===== src/cffd_pkg.sv =====
`default_nettype none
package cffd_pkg;

	localparam int DataBytesDefault = 32;
	localparam int QueueDepth = 4;

	localparam logic [15:0] CrcInit = 16'hffff;
	localparam logic [15:0] CrcPoly = 16'h8005;

	typedef struct packed {
		logic [7:0] data_byte;
		logic       is_verdict;
		logic       crc_mismatch;
		logic       last;
	} result_t;

	function automatic logic [15:0] crc16_byte(input logic [15:0] crc, input logic [7:0] b);
		logic [15:0] c;
		c = crc ^ {b, 8'h00};
		for (int k = 0; k < 8; k++) begin
			if (c[15]) begin
				c = {c[14:0], 1'b0} ^ CrcPoly;
			end else begin
				c = {c[14:0], 1'b0};
			end
		end
		return c;
	endfunction

endpackage
`default_nettype wire


===== src/crc16_framed_flash_deframer.sv =====
// Accepts one item per cycle unless the queue is full; each result passes the queue and then the output register.
// Throughput is one item per cycle unless the queue is full; the front part's CRC byte update is combinational.
// A four-item queue lets the input keep flowing while the output is stalled, until the queue is full.
// Asynchronous active-low reset empties the queue and output and sets CRC mode on.
`default_nettype none
module crc16_framed_flash_deframer #(
	parameter int DATA_BYTES = cffd_pkg::DataBytesDefault
) (
	input  wire logic        clk,
	input  wire logic        arst_n,
	input  wire logic        cfg_we,
	input  wire logic        cfg_wdata,
	input  wire logic        s_tvalid,
	output      logic        s_tready,
	input  wire logic [39:0] s_tdata,   // raw_byte[7:0], skip_bytes[12:8], read_length[36:13]
	input  wire logic        s_tuser,   // start_of_read
	output      logic        m_tvalid,
	input  wire logic        m_tready,
	output      logic [7:0]  m_tdata,   // data_byte
	output      logic [1:0]  m_tuser,   // is_verdict[0], crc_mismatch[1]
	output      logic        m_tlast
);

	cffd_pkg::result_t push_data, head;
	logic push, full, empty, pop;

	cffd_front #(.DATA_BYTES(DATA_BYTES)) u_front (
		.clk          (clk),
		.arst_n       (arst_n),
		.cfg_we       (cfg_we),
		.cfg_wdata    (cfg_wdata),
		.in_valid     (s_tvalid),
		.in_ready     (s_tready),
		.raw_byte     (s_tdata[7:0]),
		.start_of_read(s_tuser),
		.skip_bytes   (s_tdata[12:8]),
		.read_length  (s_tdata[36:13]),
		.q_full       (full),
		.q_push       (push),
		.q_data       (push_data)
	);

	cffd_queue u_queue (
		.clk      (clk),
		.arst_n   (arst_n),
		.push     (push),
		.push_data(push_data),
		.full     (full),
		.empty    (empty),
		.pop      (pop),
		.head     (head)
	);

	cffd_back u_back (
		.clk     (clk),
		.arst_n  (arst_n),
		.q_empty (empty),
		.q_head  (head),
		.q_pop   (pop),
		.m_tvalid(m_tvalid),
		.m_tready(m_tready),
		.m_tdata (m_tdata),
		.m_tuser (m_tuser),
		.m_tlast (m_tlast)
	);

endmodule
`default_nettype wire


===== src/cffd_front.sv =====
`default_nettype none
module cffd_front #(
	parameter int DATA_BYTES = cffd_pkg::DataBytesDefault
) (
	input  wire logic             clk,
	input  wire logic             arst_n,
	input  wire logic             cfg_we,
	input  wire logic             cfg_wdata,
	input  wire logic             in_valid,
	output      logic             in_ready,
	input  wire logic [7:0]       raw_byte,
	input  wire logic             start_of_read,
	input  wire logic [4:0]       skip_bytes,
	input  wire logic [23:0]      read_length,
	input  wire logic             q_full,
	output      logic             q_push,
	output      cffd_pkg::result_t q_data
);

	localparam int PosW = $clog2(DATA_BYTES + 2);
	localparam logic [PosW-1:0] PosData = PosW'(DATA_BYTES);

	logic            crc_mode_q;
	logic [PosW-1:0] pos_q, pos_c, pos_n;
	logic [15:0]     crc_q, crc_c, crc_n;
	logic [7:0]      hi_q, hi_n;
	logic [23:0]     br_q, br_c, br_n;
	logic [4:0]      sk_q, sk_c, sk_n;
	logic            emit;
	logic            accept;

	assign in_ready = !q_full;
	assign accept   = in_valid && in_ready;
	assign q_push   = accept && emit;

	always_comb begin
		br_c  = start_of_read ? read_length : br_q;
		sk_c  = start_of_read ? skip_bytes : sk_q;
		pos_c = start_of_read ? '0 : pos_q;
		crc_c = start_of_read ? cffd_pkg::CrcInit : crc_q;
		br_n  = br_c;
		sk_n  = sk_c;
		pos_n = pos_c;
		crc_n = crc_c;
		hi_n  = hi_q;
		emit  = 1'b0;
		q_data = '{data_byte: raw_byte, is_verdict: 1'b0, crc_mismatch: 1'b0, last: 1'b0};
		if (!crc_mode_q) begin
			if (br_c != '0) begin
				br_n = br_c - 24'd1;
				emit = 1'b1;
				q_data.last = (br_n == '0);
			end
		end else if (br_c == '0 && pos_c == '0) begin
			emit = 1'b0;
		end else if (pos_c < PosData) begin
			crc_n = cffd_pkg::crc16_byte(crc_c, raw_byte);
			pos_n = pos_c + PosW'(1);
			if (sk_c != '0) begin
				sk_n = sk_c - 5'd1;
			end else if (br_c != '0) begin
				br_n = br_c - 24'd1;
				emit = 1'b1;
			end
		end else if (pos_c == PosData) begin
			hi_n  = raw_byte;
			pos_n = pos_c + PosW'(1);
		end else begin
			pos_n = '0;
			crc_n = cffd_pkg::CrcInit;
			sk_n  = '0;
			emit  = 1'b1;
			q_data.data_byte    = '0;
			q_data.is_verdict   = 1'b1;
			q_data.crc_mismatch = ({hi_q, raw_byte} != crc_c);
			q_data.last         = (br_c == '0);
		end
	end

	always_ff @(posedge clk or negedge arst_n) begin
		if (!arst_n) begin
			crc_mode_q <= 1'b1;
			pos_q      <= '0;
			crc_q      <= cffd_pkg::CrcInit;
			hi_q       <= '0;
			br_q       <= '0;
			sk_q       <= '0;
		end else begin
			if (cfg_we) begin
				crc_mode_q <= cfg_wdata;
			end
			if (accept) begin
				pos_q <= pos_n;
				crc_q <= crc_n;
				hi_q  <= hi_n;
				br_q  <= br_n;
				sk_q  <= sk_n;
			end
		end
	end

endmodule
`default_nettype wire


===== src/cffd_queue.sv =====
`default_nettype none
module cffd_queue (
	input  wire logic              clk,
	input  wire logic              arst_n,
	input  wire logic              push,
	input  wire cffd_pkg::result_t push_data,
	output      logic              full,
	output      logic              empty,
	input  wire logic              pop,
	output      cffd_pkg::result_t head
);

	localparam int PtrW = $clog2(cffd_pkg::QueueDepth);
	localparam int CntW = $clog2(cffd_pkg::QueueDepth + 1);

	cffd_pkg::result_t entry_q [cffd_pkg::QueueDepth];
	logic [PtrW-1:0] wr_q, rd_q;
	logic [CntW-1:0] cnt_q;

	assign full  = (cnt_q == CntW'(cffd_pkg::QueueDepth));
	assign empty = (cnt_q == '0);
	assign head  = entry_q[rd_q];

	always_ff @(posedge clk) begin
		if (push) begin
			entry_q[wr_q] <= push_data;
		end
	end

	always_ff @(posedge clk or negedge arst_n) begin
		if (!arst_n) begin
			wr_q  <= '0;
			rd_q  <= '0;
			cnt_q <= '0;
		end else begin
			if (push) begin
				wr_q <= wr_q + PtrW'(1);
			end
			if (pop) begin
				rd_q <= rd_q + PtrW'(1);
			end
			if (push && !pop) begin
				cnt_q <= cnt_q + CntW'(1);
			end else if (pop && !push) begin
				cnt_q <= cnt_q - CntW'(1);
			end
		end
	end

endmodule
`default_nettype wire


===== src/cffd_back.sv =====
`default_nettype none
module cffd_back (
	input  wire logic              clk,
	input  wire logic              arst_n,
	input  wire logic              q_empty,
	input  wire cffd_pkg::result_t q_head,
	output      logic              q_pop,
	output      logic              m_tvalid,
	input  wire logic              m_tready,
	output      logic [7:0]        m_tdata,
	output      logic [1:0]        m_tuser,
	output      logic              m_tlast
);

	cffd_pkg::result_t out_q;
	logic              valid_q;

	assign q_pop    = !q_empty && (!valid_q || m_tready);
	assign m_tvalid = valid_q;
	assign m_tdata  = out_q.data_byte;
	assign m_tuser  = {out_q.crc_mismatch, out_q.is_verdict};
	assign m_tlast  = out_q.last;

	always_ff @(posedge clk) begin
		if (q_pop) begin
			out_q <= q_head;
		end
	end

	always_ff @(posedge clk or negedge arst_n) begin
		if (!arst_n) begin
			valid_q <= 1'b0;
		end else if (q_pop) begin
			valid_q <= 1'b1;
		end else if (m_tready) begin
			valid_q <= 1'b0;
		end
	end

endmodule
`default_nettype wire

===== config.mk =====
export PLATFORM = sky130hd
export DESIGN_NAME = crc16_framed_flash_deframer
export DESIGN_NICKNAME = d
export VERILOG_FILES = /design/src/cffd_pkg.sv /design/src/crc16_framed_flash_deframer.sv /design/src/cffd_front.sv /design/src/cffd_queue.sv /design/src/cffd_back.sv
export SDC_FILE = /design/constraint.sdc
export NUM_CORES = 1
export LEC_CHECK = 0
export BUFFER_PORTS_ARGS = -buffer_cell sky130_fd_sc_hd__buf_4
export CORE_MARGIN = 5
export CORE_UTILIZATION = 65
export DETAILED_ROUTE_END_ITERATION = 16
export GPL_ROUTABILITY_DRIVEN = 0
export PLACE_DENSITY_LB_ADDON = 0.15
export SKIP_CTS_REPAIR_TIMING = 1
export SKIP_LAST_GASP = 1
export SYNTH_ARGS = -nofsm -noshare
export SYNTH_HDL_FRONTEND = slang
export SYNTH_SLANG_ARGS = --single-unit

===== constraint.sdc =====
create_clock -name clk -period 6.2 [get_ports clk]
set_input_delay 1.24 -clock clk [delete_from_list [all_inputs] [get_ports clk]]
set_output_delay 1.24 -clock clk [all_outputs]
set_load 0.005 [all_outputs]

Word-level counts from Yosys, hierarchy flattened
Memories as Yosys holds them, arrays and structs flattened. A register that Yosys moved wholly into a read port is not among the register bits.
Index checks and enable logic that the tools add are counted.
Storage, ports and cells
  register bits: 68
  memory bits (writable): 44
  bits of input ports: 47
  output and inout port bits: 13
  logic and storage cells: 123
  memories kept: 1
Cells by class
  add/subtract/negate cells: 7
  magnitude comparators: 1
  equality and inequality tests: 3
  muxes and demuxes: 69
  bitwise operators: 11
  reduce and logical (&&, ||, !) cells: 21
Memory list
  u_queue.entry_q: depth 4, width 11, read ports 1, clocked after Yosys merged registers in 1, wr ports 1, RTL line cffd_queue.sv:16  | cffd_pkg::result_t entry_q [cffd_pkg::QueueDepth];
Operator list (count)
  $mux W16: 34
  $mux W24: 6
  $logic_not A24 Y1: 2
  $mux W11: 3
  $mux W5: 6
  $mux W6: 5
  $not A3 Y3: 8
  $reduce_bool A24 Y1: 1
  $sub A24 B1 Y24 const B: 1
  $ne A16 B16 Y1: 1
  $xor A16 B16 Y16: 1
  $mux W1: 12
  $mux W10: 1
  $add A6 B1 Y6 const B: 1
  $eq A6 B6 Y1 const B: 1
  $logic_and A1 B1 Y1: 6
  $logic_not A6 Y1: 1
  $lt A6 B6 Y1 const B: 1
  $mux W3: 2
  $logic_not A1 Y1: 5
  $reduce_and A5 Y1: 1
  $reduce_bool A5 Y1: 1
  $sub A5 B1 Y5 const B: 1
  $add A2 B1 Y2 const B: 2
  other kinds (7): 9

Depth between registers and ports, before layout
Gate-level depths: netlist of run 1.
  depth in word-level cells: 42
  mapped depth: 20
  depth with buffers taken out: 13

Cells and area by module
Synthesis of run 1 repeated with hierarchy kept, for this count alone.
Second synthesis, totals
  cells, all modules: 724
  area, all modules: 7487.2 um^2
Modules (own cells, without submodules)
  cffd_front: instances 1, cells each 617, area an instance 5119.9 um^2, sequential area each 1522.7 um^2
  cffd_queue: instances 1, cells each 91, area an instance 1986.9 um^2, sequential area each 1496.4 um^2
  cffd_back: instances 1, cells each 16, area an instance 380.4 um^2, sequential area each 355.3 um^2

Least setup slack after synthesis of run 1
Ideal clock, no wire load.
  path kind: input to register
  from: in s_tuser
  to: mem u_queue.entry_q[0][0] in the netlist's numbering, data pin
  setup time: 219 ps
  data arrival time: 5048 ps
  required time: 5981 ps
  setup slack: 933 ps
  stages: 16
  path buffers: 7
  cell sequence: buf_6 > buf_8 > buf_6 > clkbuf_1 > clkbuf_1 > buf_1 > clkbuf_1 > mux2i_1 > ha_1 > nand2b_1 > o22a_1 > or4_4 > or3_1 > a211oi_1 > nand4_1 > o31ai_1
RTL lines
  start, declared: RTL line crc16_framed_flash_deframer.sv:16  | input wire logic s_tuser,
  end, declared: RTL line cffd_queue.sv:16

Worst setup path after layout of run 1
  from: in s_tuser
  to: reg u_queue.cnt_q[1]
On the way
  cells in the longest elaborated chain, start to end: 11
  elaborated cells between the ends (all ways): 22
  classes of those cells: 1 x order compare; 1 x eq/ne; 10 x mux; 10 x reduce/logical
RTL lines
  $mux W24: RTL line cffd_front.sv:37  | br_c = start_of_read ? read_length : br_q;
  $reduce_bool A24 Y1: RTL line cffd_front.sv:49, cffd_front.sv:61
  $mux W1: RTL line cffd_front.sv:49, cffd_front.sv:61
  $mux W1: RTL line cffd_front.sv:59  | if (sk_c != '0) begin
  $mux W1: RTL line cffd_front.sv:56  | end else if (pos_c < PosData) begin
  $mux W1: RTL line cffd_front.sv:54  | end else if (br_c == '0 && pos_c == '0) begin
  $mux W1 (*): RTL line cffd_front.sv:48  | if (!crc_mode_q) begin
  $logic_and A1 B1 Y1 (*): RTL line cffd_front.sv:34  | assign q_push = accept && emit;
  named net push: RTL line crc16_framed_flash_deframer.sv:25  | logic push, full, empty, pop;
  $logic_not A1 Y1: RTL line cffd_queue.sv:44  | end else if (pop && !push) begin
  $logic_and A1 B1 Y1: RTL line cffd_queue.sv:44
  $reduce_bool A2 Y1 (no source line)
  end signal, assigned: RTL line cffd_queue.sv:43  | cnt_q <= cnt_q + CntW'(1);
  end signal, assigned: RTL line cffd_queue.sv:45  | cnt_q <= cnt_q - CntW'(1);
  end, declared: RTL line cffd_queue.sv:18  | logic [CntW-1:0] cnt_q;
Mark *: on every way through the listed nets, which the timed path passes. The rest lies on a longest branch.
A chain may end at the register's enable or synchronous reset.

==> results.toml, run 1 <==
[timing]
finalCritPeriodShare_pct = 75.1
whs_ns = 0.502
min_period_ns = 4.66
drv_slew = 0
worst_pin_slew_ns = 1.22
clock_skew_ns = 0.00713
relSlewSlack_pct = 18.1
hold_viol_final = 0
setup_tns_ns = 0
timing.final.ws_setup_ns = 1.54
rsz0062_at_grt = "false"
max_freq_mhz = 215
final-setup-viol-count = 0

[global_routing]
grt_max_degree = 82
grt_usage_pct = 27.9
grt_pass1_vias = 6173
grt-ovfl-total = 0
antenna_found_initial = 0
grt_pass1_wl_um = 31300

[run_status]
status = "finished clean"

[cells_and_area]
design_area_mm2 = 0.00864
final_cell_mix = "buf_4, edfxtp_1, nand2_1"
nets = 833
drive_gt1_share_pct = 18.7
final_common_cell = "buf_4"
antenna_cells = 0
synthToLayoutAreaGrowth_pct = 14.0

[critical_path]
crit_fanout = 81
endpoint_kind = "register"
timing.rr.start = "u_front.br_q[10]"
path_class = "in2reg"
cp.required_ns = 6.51
r2r_cells = 10
arrival_ns = 4.97
start_kind = "input pin"
timing.rr.end = "u_queue.cnt_q[1]"
r2r_setup_slack_ns = 2.53

[power_and_ir_drop]
peakVddDrop_v = 0.000397
power_density_mw_per_mm2 = 410
power.leakage_uw = 0.00335

[synthesis]
ys_ff_latch = 123
netlist_area_mm2 = 0.00758
synthFlopType = "edfxtp_1"
yosysUniqueCellTypes = 68
async_reset_ff_share_pct = 55.3
synthesis.nets = 799
yosys_warnings = 0
ys_seq_area_share_pct = 44.5
synth_edf_count = 55
synthCells = 739
avgSynthCellArea_um2 = 10.3

[detailed_routing]
num_vias = 6280
ant_nets = 0
drtPass1Iterations = 5
first_iter_violations = 599
wl_per_cell_um = 20.8
wl_um = 19300
vias_per_cell = 6.76
drc = 0

[clock_network]
htreeDepth = 4
clockRootBuffer = "clkbuf_16"
cts_sinks = 123
insertion_delay_ns = 0.43
cts_tree = "built"
cts.clk_slew.worst_paths_ns = 0.06
clk_path_buf_depth = 2
cts_inserted_buffers = 17

[die]
die_area_mm2 = 0.0139
start_util_pct = 66.4
ios = 60
die_h_um = 118
rows = 39
dieWidth_um = 118
core_area_mm2 = 0.0114

[flow_run]
maxCapViolations = 0

[worst_hold_path]
whs_endpoint = "u_queue.cnt_q[2]"
min_path_cells = 1
hp-class = "reg2reg"
worstHoldStart = "u_queue.cnt_q[2]"

[placement]
io_buffer_count = 56
dp_hpwl_um = 12600
pre_cts_ws_ns = 1.13
placed_area_mm2 = 0.00803
## logic make-up after synthesis
family	after synthesis	synth area share, %
adders and majority gates	13	2.24
and+or+nand+nor	251	17.5
DFF	123	44.5
buffers and inverters	65	3.63
AOI/OAI and AO/OA	171	15.7
muxes	48	8.40
xor gates and xnor gates	68	8.04
## stage by stage
stage	power [µW]	std cells	utilization, %
3_3_place_gp	2420	897	70.3
3_5_place_dp	2490	897	70.3
5_1_grt	3740	929	75.7
4_1_cts	3550	929	75.7
2_1_floorplan	2150	739	-
6_report	3550	929	75.7
## flip-flops by register name, summed over array words and instances (netlist names)
name	cells
u_front.hi_q	8
u_front.crc_q	16
u_queue.wr_q	2
u_queue.cnt_q	3
u_queue.entry_q	44
u_back.m_tuser	2
u_front.pos_q	6
u_back.m_tvalid	1
u_back.m_tdata	8
u_front.br_q	24
u_front.sk_q	5
u_queue.rd_q	2
u_back.m_tlast	1
u_front.crc_mode_q	1
## worst max-delay path: stages
cell,delay (ns)
buf_4,0.61
or3b_1,0.43
a2bb2o_1,0.42
nor4b_4,0.63
nand3_1,0.22
nand3_1,0.12
a21oi_1,0.22
ha_1,0.31
inv_1,0.09
fa_1,0.38
mux2_2,0.27
## metal layers
layer	GRT usage, %	up-vias	wire length (µm)
met5	0	-	0
met4	11.5	0	625
met3	7.02	57	1500
met2	46.4	353	9560
met1	34.7	3019	7610
li1	-	2851	-
## worst max path at each step
stage / start / slack (ns) / endpoint / cells past startpoint
after CTS: s_tuser / 1.58 / u_queue.cnt_q[1] / 11
after detailed placement: s_tuser / 1.13 / u_queue.cnt_q[1] / 11
after global placement: s_tuser / 1.23 / u_queue.cnt_q[1] / 11
after floorplan: s_tuser / 0.93 / u_queue.entry_q[0][0] / 16
final: s_tuser / 1.54 / u_queue.cnt_q[1] / 11
after global routing: s_tuser / 1.26 / u_queue.cnt_q[2] / 13
## Yosys cell counts, drive strengths merged (3+ instances only)
library cell,number,area (µm²)
nor4,19,119
nand2b,5,31.3
a211oi,6,50.1
a221o,15,150
and2,6,37.5
dfstp,17,447
nor3b,12,90.1
a22o,9,78.8
o21a,3,22.5
or3,17,106
and3,4,25.0
mux4,11,248
nand3,20,100
edfxtp,55,1650
o31ai,5,37.5
o22a,3,26.3
nor4b,3,41.3
nand4,5,31.3
nor2,45,169
dfrtp,51,1280
clkbuf,31,116
o21ai,36,180
a21o,6,45.0
inv,17,63.8
xnor2,35,307
ha,12,150
a22oi,7,52.6
o211ai,6,45.0
a21oi,34,170
or4,4,37.5
a2bb2oi,9,78.8
buf,17,95.1
mux2i,22,220
nor2b,15,93.8
nor3,36,180
nand2,52,195
a21boi,5,37.5
xor2,32,280
mux2,15,169
o22ai,10,62.6
## area by class of cell
| type | instances | area, µm² |
|---|---|---|
| flip-flops and latches | 123 | 3370 |
| fillers | 759 | 2770 |
| repair buffers | 63 | 473 |
| inverters | 17 | 63.8 |
| clock buffers | 18 | 429 |
| clock inverters | 14 | 185 |
| well taps | 143 | 179 |
| multi-input cells | 551 | 3940 |
## where the power goes
group          internal (µW)  switching [µW]
Sequential              1140             261
Clock                    642             398
Combinational            541             563
No activity file was read; power rests on OpenSTA's default activity.
==> inputs of run 2 (changes only) <==
--- a/config.mk
+++ b/config.mk
@@ -7,7 +7,7 @@
 export LEC_CHECK = 0
 export BUFFER_PORTS_ARGS = -buffer_cell sky130_fd_sc_hd__buf_4
 export CORE_MARGIN = 5
-export CORE_UTILIZATION = 65
+export CORE_UTILIZATION = 55
 export DETAILED_ROUTE_END_ITERATION = 16
 export GPL_ROUTABILITY_DRIVEN = 0
 export PLACE_DENSITY_LB_ADDON = 0.15
==> constraint.sdc (replaced) <==
create_clock -name clk -period 4.1 [get_ports clk]
set_input_delay 0.82 -clock clk [delete_from_list [all_inputs] [get_ports clk]]
set_output_delay 0.82 -clock clk [all_outputs]
set_load 0.005 [all_outputs]
==> results.toml, run 2 (synthesized netlist as in run 1, its figures left out) <==
[run_status]
status = "finished clean"

[global_routing]
grt_usage_pct = 24.2
antenna_found_initial = 0
grt_max_degree = 69
grt_pass1_vias = 6142
grt-ovfl-total = 0
grt_pass1_wl_um = 31400

[clock_network]
clockRootBuffer = "clkbuf_16"
insertion_delay_ns = 0.41
htreeDepth = 4
cts_tree = "built"
cts_sinks = 123
cts.clk_slew.worst_paths_ns = 0.06
clk_path_buf_depth = 2
cts_inserted_buffers = 17

[critical_path]
r2r_setup_slack_ns = 0.77
timing.rr.end = "u_queue.cnt_q[1]"
endpoint_kind = "register"
crit_fanout = 39
start_kind = "input pin"
timing.rr.start = "u_front.br_q[10]"
endpoint = "u_front.br_q[17]"
r2r_cells = 10
path_class = "in2reg"
crit_start = "s_tuser"
cp.required_ns = 4.40
arrival_ns = 3.97

[power_and_ir_drop]
power.leakage_uw = 0.00344
p_comb_share_pct = 31.3
peakVddDrop_v = 0.000293
finalPower_uw = 5330
power_density_mw_per_mm2 = 601
switching_power_uw = 1800
p_seq_share_pct = 39.7
p_int_uw = 3530
swShare_pct = 33.7
clock_power_share_pct = 29.1

[timing]
drv_slew = 0
relSlewSlack_pct = 38.1
max_freq_mhz = 272
hold_viol_final = 0
whs_ns = 0.491
setup_tns_ns = 0
min_period_ns = 3.68
final-setup-viol-count = 0
timing.final.ws_setup_ns = 0.424
clock_skew_ns = 0.00626
finalCritPeriodShare_pct = 89.7
rsz0062_at_grt = "false"
worst_pin_slew_ns = 0.928

[cells_and_area]
largest_reg_flops = 44
antenna_cells = 0
regMostFlops = "u_queue.entry_q"
nets = 854
final_cell_mix = "buf_4, edfxtp_1, nand2_1"
reg_top3 = "u_queue.entry_q: 44 flops, u_front.br_q: 24 flops, u_front.crc_q: 16 flops"
final_common_cell = "buf_4"
fillers = 1110
drive_gt1_share_pct = 21.4
synthToLayoutAreaGrowth_pct = 17.0

[die]
die_area_mm2 = 0.0162
rows = 43
die_h_um = 127
ios = 60
dieWidth_um = 127
core_area_mm2 = 0.0137
start_util_pct = 55.3

[detailed_routing]
vias_per_cell = 6.28
ant_nets = 0
first_iter_violations = 349
wl_per_cell_um = 19.3
drc = 0
drtPass1Iterations = 5
num_vias = 6199
wl_um = 19000

[placement]
dp_hpwl_um = 13400
io_buffer_count = 56
pre_cts_ws_ns = 0.0620

[worst_hold_path]
hp-class = "in2async"

[flow_run]
maxCapViolations = 0
[run 2: worst max-delay path, stage by stage]
cell      delay, ns
buf_4          0.36
buf_4          0.35
mux2i_1        0.37
ha_1           0.22
o211ai_1       0.13
o21a_1         0.26
a21o_1         0.34
nor3_1         0.65
a31oi_1        0.17
a221o_1        0.28
[run 2: how the worst min path moves through the flow]
| stage | end | slack (ns) | from | cells after the start |
|---|---|---|---|---|
| after floorplan | u_front.crc_q[5] | 0.45 | u_front.crc_q[5] | 2 |
| after global placement | u_queue.cnt_q[2] | 0.47 | u_queue.cnt_q[2] | 1 |
| after detailed placement | u_front.crc_q[5] | 0.48 | u_front.crc_q[5] | 2 |
| after CTS | u_front.crc_q[5] | 0.49 | u_front.crc_q[5] | 2 |
| after global routing | u_queue.cnt_q[2] | 0.52 | u_queue.cnt_q[2] | 1 |
| final | u_front.br_q[3] | 0.49 | arst_n | 1 |
[run 2: cell type report]
| class | instances | area (µm²) | share of cell area [%] |
|---|---|---|---|
| inverters | 17 | 63.8 | 0.719 |
| repair buffers | 84 | 631 | 7.11 |
| multi-input cells | 551 | 3970 | 44.7 |
| well taps | 180 | 225 | 2.54 |
| clock inverters | 15 | 189 | 2.13 |
| clock buffers | 17 | 425 | 4.79 |
| flip-flops and latches | 123 | 3370 | 38.0 |
[run 2: routing by layer]
| layer | global-route usage, % | share of wire, % | up-vias |
|---|---|---|---|
| li1 | - | - | 2881 |
| met1 | 30.1 | 41 | 3049 |
| met2 | 41.9 | 51 | 219 |
| met3 | 3.47 | 4.6 | 50 |
| met4 | 10.8 | 3.4 | 0 |
| met5 | 0 | 0 | - |
[run 2: per-stage QoR]
| step | util (%) | cell area (µm²) | cells |
|---|---|---|---|
| 3_3_place_gp | 60.2 | 8260 | 955 |
| 2_1_floorplan | - | 7640 | 739 |
| 4_1_cts | 64.7 | 8870 | 987 |
| 5_1_grt | 64.7 | 8870 | 987 |
| 6_report | 64.7 | 8870 | 987 |
| 3_5_place_dp | 60.2 | 8260 | 955 |
[run 2: power by group through the flow]
stage                     logic, µW  registers (µW)  clock network [µW]
after floorplan                1300            1960                   0
after global placement         1620            2110                   0
final                          1670            2110                1550
after detailed placement       1660            2130                   0
after CTS                      1680            2110                1580
after global routing           1840            2170                1640
